File: config.mk
export PLATFORM = sky130hd
export DESIGN_NAME = modular_exponentiation_unit
export DESIGN_NICKNAME = d
export VERILOG_FILES = /design/src/hdl/mexp_pkg.sv /design/src/hdl/modular_exponentiation_unit.sv /design/src/hdl/mexp_datapath.sv /design/src/hdl/mexp_ctrl.sv /design/src/hdl/mexp_seq.sv
export SDC_FILE = /design/constraint.sdc
export NUM_CORES = 2
export LEC_CHECK = 0
export BUFFER_PORTS_ARGS = -buffer_cell sky130_fd_sc_hd__buf_4
export CAP_MARGIN = 40
export CORE_ASPECT_RATIO = 1.5
export CORE_UTILIZATION = 55
export DETAILED_ROUTE_END_ITERATION = 12
export GPL_TIMING_DRIVEN = 0
export PLACE_DENSITY_LB_ADDON = 0.08
export SYNTH_ARGS = -nofsm -noshare
export SYNTH_HDL_FRONTEND = slang
export SYNTH_HIERARCHICAL = 1
export SYNTH_SLANG_ARGS = --single-unit
File: constraint.sdc
create_clock -name aclk -period 12.02 [get_ports aclk]
set_input_delay 1.202 -clock aclk [delete_from_list [all_inputs] [get_ports aclk]]
set_output_delay 1.202 -clock aclk [all_outputs]
set_load 0.02 [all_outputs]
File: src/hdl/mexp_pkg.sv
// Package for the modular exponentiation unit.
// Holds the controller state type, the command/status structs and register indexes.
// No dependencies.
`default_nettype none
package mexp_pkg;
    localparam int unsigned CfgIdxW = 1;
    localparam logic [CfgIdxW-1:0] RegExponent = 1'b0;
    localparam logic [CfgIdxW-1:0] RegModulus  = 1'b1;

    typedef enum logic [2:0] {
        StIdle,
        StReduce,
        StCheck,
        StMul,
        StSqrGo,
        StSqr,
        StSqrWr,
        StDone
    } mexp_state_t;

    // Controller to datapath commands.
    typedef struct packed {
        logic load;       // capture base, exponent, modulus
        logic red_step;   // one restoring-division step of base mod m
        logic mul_start;  // start acc*pw
        logic sqr_start;  // start pw*pw
        logic mm_step;    // one double-and-add step
        logic mul_wr;     // write product to acc
        logic sqr_wr;     // write product to pw and shift exponent
    } mexp_cmd_t;

    // Datapath to controller status.
    typedef struct packed {
        logic red_last;
        logic mm_last;
        logic exp_zero;
        logic exp_lsb;
    } mexp_sts_t;
endpackage
`default_nettype wire

File: src/hdl/modular_exponentiation_unit.sv
// Modular exponentiation unit: power_mod = base ^ exponent mod modulus.
// Depends on mexp_pkg, mexp_ctrl, mexp_seq, mexp_datapath.
`default_nettype none
// One base is taken at a time. The base is first reduced modulo the modulus
// by a WIDTH-step restoring division, then the exponent is scanned from its
// least significant bit: each set bit costs one modular multiply and every
// bit a modular square, each done by a bit-serial double-and-add multiplier
// of WIDTH steps. A square is started, stepped and written back; a
// multiply's writeback overlaps the start of the square after it. The
// multiplier is the only arithmetic unit. A modulus of 0 or 1 acts as 2;
// an exponent of 0 gives 1.
// Configuration must be written only while the unit is idle.
module modular_exponentiation_unit #(
    parameter int unsigned WIDTH = 64
) (
    input  wire logic             aclk,
    input  wire logic             aresetn,
    input  wire logic             cfg_we,
    input  wire logic             cfg_index,
    input  wire logic [63:0]      cfg_data,
    input  wire logic             s_valid,
    output logic                  s_ready,
    input  wire logic [WIDTH-1:0] s_base,
    output logic                  m_valid,
    input  wire logic             m_ready,
    output logic      [WIDTH-1:0] m_power_mod
);
    import mexp_pkg::*;

    logic [WIDTH-1:0] exp_reg, mod_reg;
    mexp_cmd_t cmd_raw, cmd;
    mexp_sts_t sts;
    logic busy, done, in_beat, out_free;
    logic [WIDTH-1:0] result;

    // Configuration registers hold the low WIDTH bits of each write.
    always_ff @(posedge aclk) begin
        if (!aresetn) begin
            exp_reg <= '0;
            mod_reg <= WIDTH'(2);
        end else if (cfg_we) begin
            case (cfg_index)
                RegExponent: exp_reg <= cfg_data[WIDTH-1:0];
                RegModulus:  mod_reg <= cfg_data[WIDTH-1:0];
                default: ;
            endcase
        end
    end

    // Output register: a result waits here while the next base is accepted.
    assign out_free = !m_valid || m_ready;
    assign s_ready  = !busy;
    assign in_beat  = s_valid && s_ready;

    always_ff @(posedge aclk) begin
        if (!aresetn) begin
            m_valid <= 1'b0;
        end else if (done) begin
            m_valid <= 1'b1;
        end else if (m_ready) begin
            m_valid <= 1'b0;
        end
    end

    always_ff @(posedge aclk) begin
        if (done) m_power_mod <= result;
    end

    mexp_ctrl u_ctrl (
        .aclk, .aresetn, .in_beat, .out_free, .sts,
        .cmd(cmd_raw), .busy, .done
    );

    mexp_seq u_seq (
        .aclk, .aresetn, .cmd_in(cmd_raw), .sts, .cmd_out(cmd)
    );

    mexp_datapath #(.WIDTH(WIDTH)) u_dp (
        .aclk, .aresetn, .cmd, .sts,
        .base_in(s_base), .exp_in(exp_reg), .mod_in(mod_reg), .result
    );

`ifndef SYNTHESIS
    a_no_accept_busy: assert property (@(posedge aclk) disable iff (!aresetn)
        busy |-> !in_beat) else $error("beat accepted while busy");
    a_done_when_free: assert property (@(posedge aclk) disable iff (!aresetn)
        done |-> out_free) else $error("result overwrote pending beat");
    a_valid_after_done: assert property (@(posedge aclk) disable iff (!aresetn)
        done |=> m_valid) else $error("result not presented");
`endif
endmodule
`default_nettype wire

File: src/hdl/mexp_datapath.sv
// Datapath: operand registers, base reduction and a bit-serial modular multiplier.
// Depends on mexp_pkg.
`default_nettype none
module mexp_datapath #(
    parameter int unsigned WIDTH = 64
) (
    input  wire logic             aclk,
    input  wire logic             aresetn,
    input  wire mexp_pkg::mexp_cmd_t cmd,
    output mexp_pkg::mexp_sts_t   sts,
    input  wire logic [WIDTH-1:0] base_in,
    input  wire logic [WIDTH-1:0] exp_in,
    input  wire logic [WIDTH-1:0] mod_in,
    output logic      [WIDTH-1:0] result
);
    import mexp_pkg::*;
    localparam int unsigned CntW = $clog2(WIDTH);

    logic [WIDTH-1:0] m_reg, e_reg, pw_reg, acc_reg;
    logic [WIDTH-1:0] base_reg;          // shifts out during reduction
    logic [WIDTH-1:0] a_reg, b_reg, r_reg;
    logic [CntW-1:0]  cnt_reg;
    logic [WIDTH-1:0] mod_cl;
    logic [WIDTH:0]   dbl, dsub, addv, asub;
    logic [WIDTH-1:0] r_dbl, r_next, rem_in;

    assign mod_cl = (mod_in < WIDTH'(2)) ? WIDTH'(2) : mod_in;

    // Double r (shifting in a base bit when reducing), then conditionally add a.
    assign rem_in = cmd.red_step ? WIDTH'(base_reg[WIDTH-1]) : '0;
    assign dbl    = {r_reg, 1'b0} | {1'b0, rem_in};
    assign dsub   = dbl - {1'b0, m_reg};
    assign r_dbl  = dsub[WIDTH] ? dbl[WIDTH-1:0] : dsub[WIDTH-1:0];
    assign addv   = {1'b0, r_dbl} + {1'b0, a_reg};
    assign asub   = addv - {1'b0, m_reg};
    assign r_next = (b_reg[WIDTH-1] && !cmd.red_step)
                  ? (asub[WIDTH] ? addv[WIDTH-1:0] : asub[WIDTH-1:0]) : r_dbl;

    always_ff @(posedge aclk) begin
        if (!aresetn) begin
            cnt_reg <= '0;
        end else if (cmd.load || cmd.mul_start || cmd.sqr_start) begin
            cnt_reg <= '0;
        end else if (cmd.red_step || cmd.mm_step) begin
            cnt_reg <= cnt_reg + 1'b1;
        end
    end

    always_ff @(posedge aclk) begin
        if (cmd.load) begin
            m_reg    <= mod_cl;
            e_reg    <= exp_in;
            base_reg <= base_in;
            r_reg    <= '0;
            acc_reg  <= WIDTH'(1);
        end
        if (cmd.red_step) begin
            r_reg    <= r_next;
            base_reg <= {base_reg[WIDTH-2:0], 1'b0};
            if (sts.red_last) pw_reg <= r_next;
        end
        if (cmd.mul_start) begin
            a_reg <= acc_reg; b_reg <= pw_reg; r_reg <= '0;
        end
        if (cmd.sqr_start) begin
            a_reg <= pw_reg;  b_reg <= pw_reg; r_reg <= '0;
        end
        if (cmd.mm_step) begin
            r_reg <= r_next;
            b_reg <= {b_reg[WIDTH-2:0], 1'b0};
        end
        if (cmd.mul_wr) acc_reg <= r_reg;
        if (cmd.sqr_wr) begin
            pw_reg <= r_reg;
            e_reg  <= e_reg >> 1;
        end
    end

    assign sts.red_last = (cnt_reg == CntW'(WIDTH-1));
    assign sts.mm_last  = (cnt_reg == CntW'(WIDTH-1));
    assign sts.exp_zero = (e_reg == '0);
    assign sts.exp_lsb  = e_reg[0];
    // acc = 1 is already reduced since m >= 2.
    assign result = acc_reg;
endmodule
`default_nettype wire

File: src/hdl/mexp_ctrl.sv
// Controller state machine sequencing reduction, multiplies and squares.
// Depends on mexp_pkg.
`default_nettype none
module mexp_ctrl (
    input  wire logic            aclk,
    input  wire logic            aresetn,
    input  wire logic            in_beat,
    input  wire logic            out_free,
    input  wire mexp_pkg::mexp_sts_t sts,
    output mexp_pkg::mexp_cmd_t  cmd,
    output logic                 busy,
    output logic                 done
);
    import mexp_pkg::*;
    mexp_state_t state_reg, state_next;

    always_ff @(posedge aclk) begin
        if (!aresetn) state_reg <= StIdle;
        else          state_reg <= state_next;
    end

    always_comb begin
        state_next = state_reg;
        case (state_reg)
            StIdle:   if (in_beat) state_next = StReduce;
            StReduce: if (sts.red_last) state_next = StCheck;
            StCheck: begin
                if (sts.exp_zero)     state_next = StDone;
                else if (sts.exp_lsb) state_next = StMul;
                else                  state_next = StSqr;
            end
            StMul:    if (sts.mm_last) state_next = StSqrGo;
            // Multiply writeback lands here while the square is started.
            StSqrGo:  state_next = StSqr;
            StSqr:    if (sts.mm_last) state_next = StSqrWr;
            // Wait here for the square writeback so the check sees the written pw and shifted exponent.
            StSqrWr:  state_next = StCheck;
            StDone:   if (out_free) state_next = StIdle;
            default:  state_next = StIdle;
        endcase
    end

    always_comb begin
        cmd = '0;
        busy = 1'b1;
        done = 1'b0;
        case (state_reg)
            StIdle: begin
                busy = 1'b0;
                cmd.load = in_beat;
            end
            StReduce: cmd.red_step = 1'b1;
            StCheck: begin
                cmd.mul_start = !sts.exp_zero && sts.exp_lsb;
                cmd.sqr_start = !sts.exp_zero && !sts.exp_lsb;
            end
            StMul: begin
                cmd.mm_step   = 1'b1;
                cmd.mul_wr    = 1'b0;
            end
            StSqrGo: cmd.sqr_start = 1'b1;
            StSqr: cmd.mm_step = 1'b1;
            StSqrWr: ;
            StDone: done = out_free;
            default: ;
        endcase
    end
endmodule
`default_nettype wire

File: src/hdl/mexp_seq.sv
// Glue between multiplier steps: writes products back at the end of each pass.
// Depends on mexp_pkg.
`default_nettype none
module mexp_seq (
    input  wire logic                aclk,
    input  wire logic                aresetn,
    input  wire mexp_pkg::mexp_cmd_t cmd_in,
    input  wire mexp_pkg::mexp_sts_t sts,
    output mexp_pkg::mexp_cmd_t      cmd_out
);
    import mexp_pkg::*;
    // Track which product is running so its last step can be followed by writeback.
    logic is_mul_reg, wr_reg, wr_next;

    assign wr_next = cmd_in.mm_step && sts.mm_last;

    always_ff @(posedge aclk) begin
        if (!aresetn) begin
            is_mul_reg <= 1'b0;
            wr_reg     <= 1'b0;
        end else begin
            if (cmd_in.mul_start) is_mul_reg <= 1'b1;
            if (cmd_in.sqr_start) is_mul_reg <= 1'b0;
            wr_reg <= wr_next;
        end
    end

    // Writeback happens in the cycle after the final step.
    always_comb begin
        cmd_out = cmd_in;
        cmd_out.mul_wr = wr_reg && is_mul_reg;
        cmd_out.sqr_wr = wr_reg && !is_mul_reg;
        // A square start may share the cycle of the multiply writeback: it reads
        // only pw, which a multiply leaves alone.
        cmd_out.sqr_start = cmd_in.sqr_start;
    end
endmodule
`default_nettype wire

# After elaboration in Yosys (flattened, before gate mapping)

Index checks and enable logic that the tools add are counted.

Register bits after elaboration: 716
Output and inout bits: 66
Logic and storage cells: 113
Input port bits: 134

Muxes and demuxes: 39
Magnitude comparators: 1
Bitwise gates (word level): 3
$add $sub $neg: 4
Eq/ne operators: 13
Reductions and logical operators: 34

Operators by type and width:

| operator                                                    | number |
|---|---|
| 2-to-1 mux 64 bit                                           | 20 |
| subtractor 65 x 64 -> 65 bit                                | 2 |
| 2-to-1 mux 63 bit                                           | 2 |
| adder 64 x 64 -> 65 bit                                     | 1 |
| bitwise OR 65 x 64 -> 65 bit                                | 1 |
| logical NOT 64 bit                                          | 1 |
| less-than comparator 64 x 2 -> 1 bit, second input constant | 1 |
| case mux 3 bit (8 select lines)                             | 1 |
| 2-to-1 mux 3 bit                                            | 7 |
| nonzero test 2 bit                                          | 7 |
| == test 3 bit, second input constant                        | 4 |
| inequality test 2 x 1 -> 1 bit, second input constant       | 5 |
| 2-to-1 mux 1 bit                                            | 8 |
| logical AND 1 bit                                           | 7 |
| adder 6 x 1 -> 6 bit, second input constant                 | 1 |
| == test 3 x 2 -> 1 bit, second input constant               | 2 |
| == test 6 bit, second input constant                        | 1 |
| AND reduction 2 bit                                         | 3 |
| OR reduction 2 bit                                          | 3 |
| logical NOT 1 bit                                           | 5 |
| AND reduction 5 bit                                         | 1 |
| nonzero test 5 bit                                          | 1 |
| logical OR 1 bit                                            | 4 |
| == test 3 x 1 -> 1 bit, second input constant               | 1 |
| other kinds (4)                                             | 5 |

# Longest topological paths before layout

Word-level depth: 14
Gate-level depth with buffers: 48
Depth with buffers taken out: 38

# By module

The synthesis kept the hierarchy.

Modules (own cells, without submodules):

| module                      | area each (um2) | sequential area each (um2) | times used | cells an instance |
|---|---|---|---|---|
| mexp_datapath               | 34906.0         | 15464.8                    | 1          | 3364 |
| modular_exponentiation_unit | 6805.3          | 4504.3                     | 1          | 556 |
| mexp_ctrl                   | 296.5           | 60.1                       | 1          | 39 |
| mexp_seq                    | 116.4           | 40.0                       | 1          | 12 |

# Worst setup path before layout

No wires, ideal clock.

Kind: register to register
Start: register u_ctrl.state_reg[0]
End: register u_dp.pw_reg[55] (data pin)
Buffers on the path: 7
Cell stages (with the launch flop): 44
Setup time: 0.260 ns
Data arrival time: 8.993 ns
Required time: 11.760 ns
Slack: 2.767 ns
Cell sequence: dfxtp_1 > buf_2 > nor3b_1 > buf_4 > clkbuf_1 > nand2_1 > ha_1 > inv_1 > fa_1 > a211oi_1 > o21ai_1 > o211ai_1 > a21oi_1 > o2111ai_1 > a41o_1 > nor3_4 > buf_4 > buf_4 > (+8 left out) > o31ai_1 > a211oi_1 > nor2_1 > o31ai_1 > xor2_1 > ha_1 > clkbuf_1 > nand2_1 > or3_1 > o211ai_1 > a2111oi_0 > o22a_1 > a211oi_1 > or2_1 > buf_6 > mux2_4 > mux2_4 > mux2_4

RTL lines:

| item                     | RTL line            | text |
|---|---|---|
| start: declaration       | mexp_ctrl.sv:15     | `mexp_state_t state_reg, state_next;` |
| start signal: assignment | mexp_ctrl.sv:18     | `if (!aresetn) state_reg <= StIdle;` |
| start signal: assignment | mexp_ctrl.sv:19     | `else state_reg <= state_next;` |
| end signal: assignment   | mexp_datapath.sv:60 | `if (sts.red_last) pw_reg <= r_next;` |
| end signal: assignment   | mexp_datapath.sv:74 | `pw_reg <= r_reg;` |
| end: declaration         | mexp_datapath.sv:19 | `logic [WIDTH-1:0] m_reg, e_reg, pw_reg, acc_reg;` |

==> metrics.yaml <==
grt_pass1_vias: 33400
route.met2.wl_mm: 70.6
clkSinkCount: 716
clock_latency_ns: 0.66
portBuffers: 199
place_area_um2: 45500
dp_hpwl_mm: 116
crit_arrival_ns: 12.15
rows: 123
routed-wl-met3_mm: 9.83
path_class: "reg2reg"
worstHoldPathType: "reg2reg"
place.gp.congestion: 1.06
drtAntennaViolNets: 0
clock_path_buffers: 3
critPathBufInv: 11
cts_max_level: 3
dieArea_um2: 77700
synth_nets: 4298
grt_max_degree: 66
start_util: 0.558
cp-start-kind: "flip-flop"
dp.cells: 5209
drt_first_iter_violations: 3423
io_pins: 200
postCtsHoldBufs: 0
wirelength_mm: 148
wl_met1_mm: 55.3
crit_slowest_cell: "or3_1"
grt_antenna_before_repair: 2
slew_headroom: 0.353
avgRoutedWirePerCell_um: 27.6
netlist_area_um2: 42100
root_buffer: "clkbuf_16"
fin_hold_ws_ns: 0.443
cp_top_family: "compound AO/OA/AOI/OAI gates"
drive_gt1_frac: 0.177
firstDrtPassIters: 8
fin_crit_ns: 11.75
maxUsedRoutingLayer: "met5"
final_cell_area_um2: 48300
crit_fanout: 14
cts_tree: "done"
drcViolationCount: 0
die_height_um: 341
core-area_um2: 75400
synth_warnings: 6
chipWidth_um: 228
clkSlewWorstSetupHoldPaths_ns: 0.06
syn_to_final_growth_pct: 14.8
nets: 4615
grt_use_total: 0.375
gr-total-overflow: 0
cts_buffers: 71
worst_pin_slew_ns: 0.946
max_stage_delay_ns: 0.59
synthCells: 3968
fmax_ghz: 0.0851
finalHoldViolCount: 0
viasPerCell: 6.29
cp-end-kind: "flip-flop"
instances_no_fill: 5343
finalMaxSlewViolations: 0
cap_viol_max_count: 0
grt_pass1_wl_mm: 214
syn_area_per_cell_um2: 10.6
num_vias: 33600
required_ns: 12.42
status: "finished, final reports clean"
finClkSkew_ns: 0.0342
fin_crit_sh: 0.977
setup_viol: 0
diodes: 0
layout make-up:
cell class	count	area (um^2)
clock buffers	87	1930
multi-input cells	2815	20400
flip-flops and latches	716	20100
inverters	168	633
repair buffers	251	2220
well taps	1000	1250
fillers	6276	27100
plain buffers	262	1240
clock inverters	44	581
routing by layer:
metal | vias to the layer above | GRT usage
li1 | 15300 | -
met1 | 16300 | 0.440
met2 | 1578 | 0.632
met3 | 451 | 0.0485
met4 | 2 | 0.273
met5 | - | 0
placed cells by master (no fill, tap or decap), types with 158 or more instances in the layout:
cell	count
mux2i_1	208
mux2_2	250
o21ai_0	158
inv_1	167
edfxtp_1	573
nand2_1	436
ha_1	193
a21oi_1	283
clkbuf_1	193
nor2_1	185
buf_4	225
stage by stage:
step,TNS (ns),utilization,setup WS [ns]
final,0,0.641,0.274
after global routing,-0.00726,0.641,-0.00724
after CTS,0,0.640,0.00487
after detailed placement,-315.10,0.604,-3.00
after global placement,-317.06,0.595,-3.03
after floorplan,0,-,2.77
repair_timing:
item | 4_1_cts | 5_1_grt
endpoints found under the setup margin | 128 | 128
pin swaps | 3 | 4
buffers inserted | 5 | 5
resized for setup | 34 | 24
path summary, 6_finish.rpt:
path	startpoint	to	slack [ns]	cells after the start
worst max-delay path	u_ctrl/state_reg[0]	u_dp/pw_reg[38]	0.27	44
worst min-delay path	u_dp/result[41]	m_power_mod[41]	0.44	0
worst max register to register	u_ctrl/state_reg[0]	u_dp/pw_reg[38]	0.27	44
worst min register to register	u_dp/result[41]	m_power_mod[41]	0.44	0
Power is not shown: default switching activity piles up to over one toggle a cycle in this logic, so the estimate is an artifact.
